File: config.mk
export PLATFORM = sky130hd
export DESIGN_NAME = temporal_graph_suffix_array_psi_core
export DESIGN_NICKNAME = d
export VERILOG_FILES = /design/src/design/tgsa_pkg.sv /design/src/design/tgsa_sym_mem.sv /design/src/design/tgsa_rank_mem.sv /design/src/design/tgsa_cmp.sv /design/src/design/temporal_graph_suffix_array_psi_core.sv
export SDC_FILE = /design/constraint.sdc
export NUM_CORES = 2
export LEC_CHECK = 0
export BUFFER_PORTS_ARGS = -buffer_cell sky130_fd_sc_hd__buf_2
export CAP_MARGIN = 15
export CORE_MARGIN = 4
export CORE_UTILIZATION = 45
export DETAILED_ROUTE_END_ITERATION = 16
export PLACE_DENSITY = 0.59
export SLEW_MARGIN = 15
export SYNTH_ARGS = -nofsm -noshare
export SYNTH_HDL_FRONTEND = slang
export SYNTH_HIERARCHICAL = 1
export SYNTH_SLANG_ARGS = --single-unit
File: constraint.sdc
create_clock -name aclk -period 8.9 [get_ports aclk]
set_clock_uncertainty 0.2 [all_clocks]
set_input_delay 1.335 -clock aclk [delete_from_list [all_inputs] [get_ports aclk]]
set_output_delay 1.335 -clock aclk [all_outputs]
set_load 0.02 [all_outputs]
File: src/design/tgsa_pkg.sv
`timescale 1ns / 1ps
// ----------------------------------------------------------------------------
// tgsa_pkg
// Shared constants and types for the temporal graph suffix array / Psi core.
// ----------------------------------------------------------------------------
package tgsa_pkg;

    localparam int MAX_CONTACTS_DEF = 16;
    localparam int ID_BITS_DEF      = 16;

    localparam int IN_FIELD_W = 16;
    localparam int RANK_W     = 6;
    localparam int SUFFIX_W   = 7;
    localparam int PSI_W      = 7;
    localparam int OUT_DATA_W = 24;
    localparam int IN_DATA_W  = 4 * IN_FIELD_W;

    // result of one symbol comparison in the shared compare unit
    typedef struct packed {
        logic lt;
        logic eq;
    } cmp_res_t;

endpackage

File: src/design/tgsa_sym_mem.sv
`timescale 1ns / 1ps
// ----------------------------------------------------------------------------
// tgsa_sym_mem
// Contact store: one row of four raw symbols per contact, one write port and
// two registered read ports.
// ----------------------------------------------------------------------------
module tgsa_sym_mem #(
    parameter int ROWS   = 16,
    parameter int ROW_AW = 4,
    parameter int SYM_W  = 16
) (
    input  logic                 aclk,
    input  logic                 wr_en,
    input  logic [ROW_AW-1:0]    wr_addr,
    input  logic [4*SYM_W-1:0]   wr_data,
    input  logic [ROW_AW-1:0]    rd_addr_a,
    input  logic [ROW_AW-1:0]    rd_addr_b,
    output logic [4*SYM_W-1:0]   rd_data_a,
    output logic [4*SYM_W-1:0]   rd_data_b
);

    logic [4*SYM_W-1:0] mem [ROWS];

    always_ff @(posedge aclk) begin
        if (wr_en) begin
            mem[wr_addr] <= wr_data;
        end
        rd_data_a <= mem[rd_addr_a];
        rd_data_b <= mem[rd_addr_b];
    end

endmodule

File: src/design/tgsa_rank_mem.sv
`timescale 1ns / 1ps
// ----------------------------------------------------------------------------
// tgsa_rank_mem
// Single-port-write, single-port-read table for suffix order and its inverse.
// ----------------------------------------------------------------------------
module tgsa_rank_mem #(
    parameter int DEPTH = 64,
    parameter int AW    = 6
) (
    input  logic          aclk,
    input  logic          wr_en,
    input  logic [AW-1:0] wr_addr,
    input  logic [AW-1:0] wr_data,
    input  logic [AW-1:0] rd_addr,
    output logic [AW-1:0] rd_data
);

    logic [AW-1:0] mem [DEPTH];

    always_ff @(posedge aclk) begin
        if (wr_en) begin
            mem[wr_addr] <= wr_data;
        end
        rd_data <= mem[rd_addr];
    end

endmodule

File: src/design/tgsa_cmp.sv
`timescale 1ns / 1ps
// ----------------------------------------------------------------------------
// tgsa_cmp
// Shared compare unit: picks a column from each row, adds the column offset
// and compares the two offset symbols.
// ----------------------------------------------------------------------------
module tgsa_cmp
    import tgsa_pkg::*;
#(
    parameter int SYM_W = 16
) (
    input  logic [4*SYM_W-1:0] row_a,
    input  logic [1:0]         col_a,
    input  logic [4*SYM_W-1:0] row_b,
    input  logic [1:0]         col_b,
    input  logic [SYM_W+1:0]   off1,
    input  logic [SYM_W+1:0]   off2,
    input  logic [SYM_W+1:0]   off3,
    output cmp_res_t           res
);

    localparam int OFF_W = SYM_W + 2;

    logic [OFF_W-1:0] sym_a;
    logic [OFF_W-1:0] sym_b;

    function automatic logic [OFF_W-1:0] offset_sym(
        input logic [4*SYM_W-1:0] row,
        input logic [1:0]         col,
        input logic [OFF_W-1:0]   o1,
        input logic [OFF_W-1:0]   o2,
        input logic [OFF_W-1:0]   o3
    );
        logic [OFF_W-1:0] raw;
        logic [OFF_W-1:0] off;
        raw = {2'b00, row[col*SYM_W +: SYM_W]};
        case (col)
            2'd0:    off = '0;
            2'd1:    off = o1;
            2'd2:    off = o2;
            default: off = o3;
        endcase
        return raw + off;
    endfunction

    assign sym_a  = offset_sym(row_a, col_a, off1, off2, off3);
    assign sym_b  = offset_sym(row_b, col_b, off1, off2, off3);
    assign res.lt = sym_a < sym_b;
    assign res.eq = sym_a == sym_b;

endmodule

File: src/design/temporal_graph_suffix_array_psi_core.sv
`timescale 1ns / 1ps
// ----------------------------------------------------------------------------
// temporal_graph_suffix_array_psi_core
// Flow: contacts load one per cycle while s_tready is high; after the last
//   contact the rank pass compares every suffix pair (L = 4n suffixes) one
//   symbol at a time in the single compare unit, then emits each table entry.
// Throughput: one contact set at a time; s_tready is low from the last
//   contact until the final result transaction.
// Reset: aresetn synchronous active low; clears the sequencer, the contact count and the running maxima.
// ----------------------------------------------------------------------------
module temporal_graph_suffix_array_psi_core
    import tgsa_pkg::*;
#(
    parameter int MAX_CONTACTS = MAX_CONTACTS_DEF,
    parameter int ID_BITS      = ID_BITS_DEF
) (
    input  logic                  aclk,
    input  logic                  aresetn,
    input  logic                  s_tvalid,
    output logic                  s_tready,
    // vertex_from[15:0], vertex_to[31:16], time_start[47:32], time_end[63:48]
    input  logic [IN_DATA_W-1:0]  s_tdata,
    input  logic                  s_tlast,   // last_contact
    output logic                  m_tvalid,
    input  logic                  m_tready,
    // rank_index[5:0], suffix_start[12:6], psi_value[19:13], zero pad
    output logic [OUT_DATA_W-1:0] m_tdata,
    output logic                  m_tlast    // last_result
);

    localparam int SYM_W  = (ID_BITS < IN_FIELD_W) ? ID_BITS : IN_FIELD_W;
    localparam int OFF_W  = SYM_W + 2;
    localparam int SEQ_D  = 4 * MAX_CONTACTS;
    localparam int ROW_AW = (MAX_CONTACTS > 1) ? $clog2(MAX_CONTACTS) : 1;
    localparam int SEQ_AW = $clog2(SEQ_D);
    localparam int CNT_W  = $clog2(MAX_CONTACTS + 1);
    localparam int LEN_W  = $clog2(SEQ_D + 1);

    typedef enum logic [8:0] {
        S_LOAD = 9'b000000001,
        S_PREP = 9'b000000010,
        S_RD   = 9'b000000100,
        S_EV   = 9'b000001000,
        S_O1   = 9'b000010000,
        S_O2   = 9'b000100000,
        S_O3   = 9'b001000000,
        S_MOD  = 9'b010000000,
        S_SEND = 9'b100000000
    } state_t;

    state_t state_reg;

    logic [CNT_W-1:0] cnt_reg;
    logic [SYM_W-1:0] mv_reg, mt_reg;
    logic [OFF_W-1:0] off1_reg, off2_reg, off3_reg;
    logic [LEN_W-1:0] len_reg, i_reg, j_reg, k_reg, rank_reg;
    logic [LEN_W-1:0] r_reg, s_reg, psi_reg;
    logic [LEN_W:0]   t_reg;

    // load path
    logic [SYM_W-1:0] in_u, in_v, in_ts, in_te;
    logic [SYM_W-1:0] mv_next, mt_next, mv_a, mt_a;
    logic             s_acc, store_en;
    logic [CNT_W-1:0] cnt_next;

    assign s_tready = (state_reg == S_LOAD);
    assign s_acc    = s_tvalid && s_tready;
    assign in_u     = s_tdata[0*IN_FIELD_W +: SYM_W];
    assign in_v     = s_tdata[1*IN_FIELD_W +: SYM_W];
    assign in_ts    = s_tdata[2*IN_FIELD_W +: SYM_W];
    assign in_te    = s_tdata[3*IN_FIELD_W +: SYM_W];
    assign store_en = s_acc && (cnt_reg < CNT_W'(MAX_CONTACTS));

    always_comb begin
        mv_a     = (in_u > mv_reg) ? in_u : mv_reg;
        mt_a     = (in_ts > mt_reg) ? in_ts : mt_reg;
        mv_next  = mv_reg;
        mt_next  = mt_reg;
        cnt_next = cnt_reg;
        if (store_en) begin
            mv_next  = (in_v > mv_a) ? in_v : mv_a;
            mt_next  = (in_te > mt_a) ? in_te : mt_a;
            cnt_next = cnt_reg + 1'b1;
        end
    end

    // rank pass
    logic [LEN_W:0]     ik, jk;
    logic [4*SYM_W-1:0] row_i, row_j;
    cmp_res_t           cmp;
    logic               decide, less, row_done;
    logic [LEN_W-1:0]   rank_inc;

    assign ik = {1'b0, i_reg} + {1'b0, k_reg};
    assign jk = {1'b0, j_reg} + {1'b0, k_reg};

    tgsa_sym_mem #(
        .ROWS   (MAX_CONTACTS),
        .ROW_AW (ROW_AW),
        .SYM_W  (SYM_W)
    ) u_sym_mem (
        .aclk      (aclk),
        .wr_en     (store_en),
        .wr_addr   (ROW_AW'(cnt_reg)),
        .wr_data   ({in_te, in_ts, in_v, in_u}),
        .rd_addr_a (ROW_AW'(jk >> 2)),
        .rd_addr_b (ROW_AW'(ik >> 2)),
        .rd_data_a (row_j),
        .rd_data_b (row_i)
    );

    // suffix j against suffix i at the current depth
    tgsa_cmp #(
        .SYM_W (SYM_W)
    ) u_cmp (
        .row_a (row_j),
        .col_a (jk[1:0]),
        .row_b (row_i),
        .col_b (ik[1:0]),
        .off1  (off1_reg),
        .off2  (off2_reg),
        .off3  (off3_reg),
        .res   (cmp)
    );

    always_comb begin
        decide = 1'b0;
        less   = 1'b0;
        if (state_reg == S_RD) begin
            if (i_reg == j_reg) begin
                decide = 1'b1;
            end else if ((ik >= {1'b0, len_reg}) || (jk >= {1'b0, len_reg})) begin
                decide = 1'b1;
                less   = (jk >= {1'b0, len_reg});
            end
        end else if (state_reg == S_EV) begin
            decide = !cmp.eq;
            less   = cmp.lt;
        end
    end

    assign rank_inc = rank_reg + LEN_W'(less);
    assign row_done = decide && (j_reg + 1'b1 == len_reg);

    // order tables
    logic [SEQ_AW-1:0] sa_rd, inv_rd;

    tgsa_rank_mem #(
        .DEPTH (SEQ_D),
        .AW    (SEQ_AW)
    ) u_sa_mem (
        .aclk    (aclk),
        .wr_en   (row_done),
        .wr_addr (rank_inc[SEQ_AW-1:0]),
        .wr_data (i_reg[SEQ_AW-1:0]),
        .rd_addr (r_reg[SEQ_AW-1:0]),
        .rd_data (sa_rd)
    );

    tgsa_rank_mem #(
        .DEPTH (SEQ_D),
        .AW    (SEQ_AW)
    ) u_inv_mem (
        .aclk    (aclk),
        .wr_en   (row_done),
        .wr_addr (i_reg[SEQ_AW-1:0]),
        .wr_data (rank_inc[SEQ_AW-1:0]),
        .rd_addr (sa_rd + 1'b1),
        .rd_data (inv_rd)
    );

    // emission
    logic [LEN_W-1:0] psi0, n_ext;
    logic [LEN_W-1:0] s_plus1;

    assign n_ext   = LEN_W'(cnt_reg);
    assign s_plus1 = s_reg + 1'b1;
    assign psi0    = (s_plus1 >= len_reg) ? LEN_W'(1) : (LEN_W'(inv_rd) + 1'b1);

    assign m_tvalid = (state_reg == S_SEND);
    assign m_tlast  = (r_reg + 1'b1 == len_reg);
    assign m_tdata  = {{(OUT_DATA_W - RANK_W - SUFFIX_W - PSI_W){1'b0}},
                       PSI_W'(psi_reg), SUFFIX_W'(s_plus1), RANK_W'(r_reg)};

    always_ff @(posedge aclk) begin
        if (!aresetn) begin
            state_reg <= S_LOAD;
            cnt_reg   <= '0;
            mv_reg    <= '0;
            mt_reg    <= '0;
        end else begin
            case (state_reg)
                S_LOAD: begin
                    cnt_reg <= cnt_next;
                    mv_reg  <= mv_next;
                    mt_reg  <= mt_next;
                    if (s_acc && s_tlast) begin
                        state_reg <= S_PREP;
                    end
                end
                S_PREP: begin
                    off1_reg  <= OFF_W'(mv_reg);
                    off2_reg  <= OFF_W'(mv_reg) << 1;
                    off3_reg  <= (OFF_W'(mv_reg) << 1) + OFF_W'(mt_reg);
                    len_reg   <= LEN_W'(cnt_reg) << 2;
                    i_reg     <= '0;
                    j_reg     <= '0;
                    k_reg     <= '0;
                    rank_reg  <= '0;
                    state_reg <= S_RD;
                end
                S_RD, S_EV: begin
                    if (decide) begin
                        k_reg <= '0;
                        if (row_done) begin
                            j_reg    <= '0;
                            rank_reg <= '0;
                            i_reg    <= i_reg + 1'b1;
                            if (i_reg + 1'b1 == len_reg) begin
                                r_reg     <= '0;
                                state_reg <= S_O1;
                            end else begin
                                state_reg <= S_RD;
                            end
                        end else begin
                            j_reg     <= j_reg + 1'b1;
                            rank_reg  <= rank_inc;
                            state_reg <= S_RD;
                        end
                    end else if (state_reg == S_RD) begin
                        state_reg <= S_EV;
                    end else begin
                        // symbols match: go one deeper
                        k_reg     <= k_reg + 1'b1;
                        state_reg <= S_RD;
                    end
                end
                S_O1: begin
                    state_reg <= S_O2;
                end
                S_O2: begin
                    s_reg     <= LEN_W'(sa_rd);
                    state_reg <= S_O3;
                end
                S_O3: begin
                    if (r_reg >= len_reg - n_ext) begin
                        t_reg     <= {1'b0, psi0} + {1'b0, n_ext} - (LEN_W + 1)'(2);
                        state_reg <= S_MOD;
                    end else begin
                        psi_reg   <= psi0;
                        state_reg <= S_SEND;
                    end
                end
                S_MOD: begin
                    if (t_reg >= {1'b0, n_ext}) begin
                        t_reg <= t_reg - {1'b0, n_ext};
                    end else begin
                        psi_reg   <= LEN_W'(t_reg) + 1'b1;
                        state_reg <= S_SEND;
                    end
                end
                S_SEND: begin
                    if (m_tready) begin
                        if (m_tlast) begin
                            cnt_reg   <= '0;
                            mv_reg    <= '0;
                            mt_reg    <= '0;
                            state_reg <= S_LOAD;
                        end else begin
                            r_reg     <= r_reg + 1'b1;
                            state_reg <= S_O1;
                        end
                    end
                end
                default: begin
                    state_reg <= S_LOAD;
                end
            endcase
        end
    end

endmodule

After elaboration in Yosys (flattened, before gate mapping):

Memory sizes are Yosys's and may differ from the RTL's. A register that Yosys moved wholly into a read port is not among the register bits.
Cells that the tools add are included.

* add/sub/neg operators: 19
* order comparisons: 11
* equal/unequal tests: 31
* shift-type cells: 2
* muxes and demuxes: 63
* reduce and logical (&&, ||, !) cells: 23

Operator list (number)
* 2-to-1 mux 16 bit: 8
* variable part select 64 x 7 -> 16 bit: 2
* 2-to-1 mux 7 bit: 16
* one-hot mux 18 bit (3 select lines): 2
* one-hot mux 7 bit (2 select lines): 6
* one-hot mux 9 bit (8 select lines): 1
* greater-than comparator 16 bit: 4
* one-hot mux 16 bit (2 select lines): 2
* 2-to-1 mux 9 bit: 6
* adder 16 x 18 -> 18 bit: 2
* adder 7 x 1 -> 7 bit (second input constant): 5
* equality test 7 bit: 4
* 2-to-1 mux 5 bit: 5
* adder 17 x 16 -> 18 bit: 1
* equality test 18 bit: 1
* less-than comparator 18 bit: 1
* adder 7 x 7 -> 8 bit: 2
* greater-or-equal comparator 8 x 7 -> 1 bit: 2
* 2-to-1 mux 8 bit: 2
* inequality test 2 bit (second input constant): 8
* one-hot mux 8 bit (2 select lines): 1
* AND reduction 4 bit: 4
* adder 6 x 1 -> 7 bit (second input constant): 2
* greater-or-equal comparator 7 bit: 2
* other kinds (34): 60

* register bits: 141
* bits in writable memories: 1792
* bits of input ports: 69
* output and inout bits: 27
* word-level logic and storage cells: 167
* memories: 3

Memories
* u_sym_mem.mem: words 16, bits a word 64, rd ports 2, clocked after memory_dff 2, write ports 1, RTL line tgsa_sym_mem.sv:22 `logic [4*SYM_W-1:0] mem [ROWS];`
* u_inv_mem.mem: words 64, bits a word 6, rd ports 1, clocked after memory_dff 1, write ports 1, RTL line tgsa_rank_mem.sv:18 `logic [AW-1:0] mem [DEPTH];`
* u_sa_mem.mem: words 64, bits a word 6, rd ports 1, clocked after memory_dff 1, write ports 1, RTL line tgsa_rank_mem.sv:18

Longest topological paths before layout:

* word-level depth: 12
* depth in mapped cells: 33
* mapped depth without buffers: 29

Cells and area by module:

The synthesis kept the hierarchy.

By module, submodules not included
* tgsa_sym_mem: instances 1, cells an instance 2247, area an instance 48306.3 µm², seq. area each 33311.9 µm²
* tgsa_rank_mem (u_sa_mem): instances 1, cells an instance 720, area an instance 15225.9 µm², seq. area each 11651.2 µm²
* tgsa_rank_mem (u_inv_mem): instances 1, cells an instance 727, area an instance 15177.1 µm², seq. area each 11651.2 µm²
* temporal_graph_suffix_array_psi_core: instances 1, cells an instance 1137, area an instance 10832.9 µm², seq. area each 3743.6 µm²
* tgsa_cmp: instances 1, cells an instance 383, area an instance 3539.6 µm², seq. area each 0.0 µm²

Worst setup path after synthesis:

Ideal clock, no wire load.

* path kind: register to register
* start point: reg i_reg[0]
* end point: mem u_sa_mem.mem[528][0], in the netlist u_sa_mem/mem[33][0], enable pin
* setup time: 352 ps
* arrival time: 9145 ps
* required time: 8348 ps
* path slack: -797 ps
* stages on the path, launching flop included: 32
* buffers on the path: 4
* clock period less this slack: 9697 ps
* cells stage by stage: edfxtp_1 -> ha_1 -> inv_1 -> fa_1 -> inv_1 -> clkbuf_1 -> clkbuf_1 -> mux4_2 -> ha_1 -> fa_1 -> a211oi_2 -> nor2_1 -> o41ai_4 -> o21ai_2 -> a31oi_1 -> nor3_2 -> ha_1 -> a21o_1 -> a21o_1 -> a21oi_1 -> o21ai_0 -> a21oi_1 -> a22oi_1 -> nor2b_1 -> ha_1 -> and3_1 -> nand3_1 -> xnor2_1 -> clkbuf_1 -> or3b_2 -> clkbuf_1 -> nor2_1

RTL lines
* start, declared: RTL line temporal_graph_suffix_array_psi_core.sv:56 `logic [LEN_W-1:0] len_reg, i_reg, j_reg, k_reg, rank_reg;`
* start signal, assigned: RTL line temporal_graph_suffix_array_psi_core.sv:218 `i_reg <= i_reg + 1'b1;`
* end, declared: RTL line tgsa_rank_mem.sv:18

==> results.sh <==
export IMPL_outcome="finished clean"
export IMPL_synth_edf_count=1886
export IMPL_synth_cells=5214
export IMPL_setup_tns_ns=0
export IMPL_synth_seq_cells=2072
export IMPL_p_sw_mw=4.52
export IMPL_synthArstFlopShare=0
export IMPL_die_y_microns=463
export IMPL_cts_sinks=2072
export IMPL_floorplan_io_pins=96
export IMPL_largest_reg_flops=1024
export IMPL_final_cells=8221
export IMPL_fin_crit_sh=0.946
export IMPL_ir_drop_mv=0.216
export IMPL_crit_type="register to register"
export IMPL_yosysWarningCount=6
export IMPL_io_buffers=91
export IMPL_setup_ws_ns=0.480
export IMPL_post_drt_via_cell_ratio=6.29
export IMPL_combinationalPowerShare=0.048
export IMPL_hp_start="cnt_reg[4]"
export IMPL_p_leak_nw=34.0
export IMPL_syn_cell_area_sq_mm=0.0931
export IMPL_firstDrtPassIters=5
export IMPL_rsz0062_at_grt="false"
export IMPL_worstSetupStartpointType="register"
export IMPL_dp_hpwl_microns=155000
export IMPL_drc=0
export IMPL_hold_class="register to register"
export IMPL_crit_arrival_ns=8.69
export IMPL_required_ns=9.17
export IMPL_hold_viol=0
export IMPL_largestRegisters="u_sym_mem/mem (1024), u_inv_mem/mem (384), u_sa_mem/mem (384)"
export IMPL_r2r_cells=26
export IMPL_grt_pass1_wl_microns=367000
export IMPL_grt_max_degree=110
export IMPL_internal_power_mw=16.4
export IMPL_vias=51701
export IMPL_yosysTopAreaCellShare=0.608
export IMPL_pwr_density_cell_mw_per_mm2=201
export IMPL_ant_nets=0
export IMPL_numCtsBuffers=215
export IMPL_maxSlewHeadroom=0.201
export IMPL_post_cts_buffers=0
export IMPL_critical_path_endpoint_type="register"
export IMPL_regMostFlops="u_sym_mem/mem"
export IMPL_globalplace_congestion=0.940
export IMPL_seq_power_share=0.516
export IMPL_cts_tree="yes"
export IMPL_syn_area_per_cell_sq_um=17.9
export IMPL_place_ws_ns=0.513
export IMPL_wire_per_inst_microns=30.7
export IMPL_slew_viol_final=0
export IMPL_path_clk_slew_ns=0.06
export IMPL_ctsResizeCount=0
export IMPL_fin_util=0.506
export IMPL_r2r_slack_ns=0.48
export IMPL_synth_most_common_cell="edfxtp_1"
export IMPL_drt_wl_total_microns=252000
export IMPL_r2r_start="j_reg[0]"
export IMPL_r2r_end="u_sa_mem/mem[31][0]"
export IMPL_pwr_share_clk=0.436
export IMPL_fmax_mhz=119
export IMPL_dieArea_sq_mm=0.214
export IMPL_area_delta_synth_final_pct=11.4
export IMPL_row_count=166
export IMPL_initial_core_util=0.454
export IMPL_clockBufferDepth=3
export IMPL_finalSetupViolCount=0
export IMPL_grt_usage=0.233
export IMPL_root_buffer="clkbuf_16"
export IMPL_yosysTopAreaCell="edfxtp_1"
export IMPL_yosys_top_cells_count="edfxtp_1, mux4_2, a22oi_1"
export IMPL_antenna_found_initial=38
export IMPL_dominantRegCellSynth="edfxtp_1"
export IMPL_yosys_top_cells_area="edfxtp_1, mux4_2, dfxtp_1"
export IMPL_gr_total_overflow=0
export IMPL_min_period_ns=8.42
export IMPL_nNetsFinal=5609
export IMPL_cts_hold_buffers=0
export IMPL_cap_violations=0
export IMPL_h_tree_depth=4
export IMPL_switching_share=0.216
export IMPL_core_area_sq_mm=0.205
export IMPL_worstMarginPinSlew_ns=1.20
export IMPL_yosysSeqAreaShare=0.648
export IMPL_holdPathEnd="len_reg[6]"
export IMPL_initialDrtViolationCount=5486
export IMPL_dp_cells=7805
export IMPL_crit_path_max_fanout=13
export IMPL_grt_pass1_vias=52380
export IMPL_clk_latency_ns=0.87
export IMPL_drive_gt1_frac=0.253
export IMPL_die_x_microns=463
export IMPL_ys_types=105
export IMPL_hold_depth=0
-- power by group through the flow --
stage	Combinational [mW]	Clock (mW)	Sequential, mW
2_1_floorplan	0.656	0	10.9
3_3_place_gp	0.978	0	11.0
3_5_place_dp	0.991	0	11.0
4_1_cts	0.996	9.29	10.8
5_1_grt	1.10	9.71	10.8
6_report	1.01	9.11	10.8
-- stage by stage --
stage	hold WS (ns)	power (mW)	cell area, sq um
global route	0.285	21.6	104000
global placement	0.255	12.0	96500
floorplan	0.229	11.6	93200
finish	0.266	20.9	104000
CTS	0.265	21.1	104000
detailed placement	0.249	12.0	96500
-- critical path, cell delays in order, from the launching register on --
cell and delay (ns):
edfxtp_1 0.51, ha_2 0.25, inv_1 0.07, fa_1 0.44, inv_1 0.42, nor2b_1 0.51, buf_4 0.30, a22o_1 0.16
ha_1 0.33, a21oi_2 0.23, o21bai_1 0.12, a21oi_1 0.30, o221ai_1 0.14, or3_1 0.35, ha_1 0.33, a21o_1 0.18
a21o_1 0.17, a21oi_1 0.12, o21ai_0 0.14, a21oi_1 0.36, a22oi_1 0.16, nor2b_1 0.15, ha_2 0.20, ha_2 0.23
xor2_4 0.33, nand4_1 0.66, nor2_1 0.67
-- area by class of cell --
class | count | area [sq um]
inverter | 107 | 427
clock inverter | 109 | 1140
clock buffer | 296 | 6040
timing repair buffer | 199 | 1370
fill | 16549 | 101000
tap | 2688 | 3360
sequential | 2072 | 60400
multi-input combinational | 2740 | 31000
antenna | 10 | 25.0
-- layout by cell type (no fill, tap or decap), types with 49 or more instances in the layout --
cell	n
edfxtp_1	1886
mux4_2	729
a22oi_1	287
nor2_1	259
nand2_1	218
clkbuf_16	218
ha_1	193
dfxtp_1	186
a21oi_1	109
inv_1	101
buf_4	100
buf_2	91
nand3_1	81
xnor2_1	78
o21ai_0	67
mux2_2	52
clkbuf_1	49
-- cells by family after synthesis --
group	count (synthesis)	share of synthesized area
DFF	2072	0.648
muxes	834	0.189
and+or+nand+nor	804	0.0411
AOI/OAI and AO/OA	757	0.0585
buffers and inverters	413	0.0220
adders and majority gates	205	0.0281
xor gates and xnor gates	128	0.0124
other	1	0.0000403
-- how the worst max path moves through the flow --
stage          startpoint  slack (ns)                  end
6_report         j_reg[0]        0.48  u_sa_mem/mem[31][0]
5_1_grt          j_reg[0]        0.03  u_sa_mem/mem[49][4]
4_1_cts          j_reg[0]        0.52  u_sa_mem/mem[45][3]
3_5_place_dp     j_reg[0]        0.51  u_sa_mem/mem[45][3]
3_3_place_gp     j_reg[0]        0.65  u_sa_mem/mem[49][2]
2_1_floorplan    i_reg[0]        0.11  u_sa_mem/mem[49][0]
-- metal layers --
layer  GRT usage  vias to the layer above  wire (microns)  share of wire
li1            -                    21811               -              -
met1       0.342                    27477          109000           0.43
met2       0.364                     2043          118000           0.47
met3      0.0399                      364           19100          0.076
met4      0.0609                        6            6030          0.024
met5           0                        -              36        0.00014
Power figures use the tool's default switching activity.
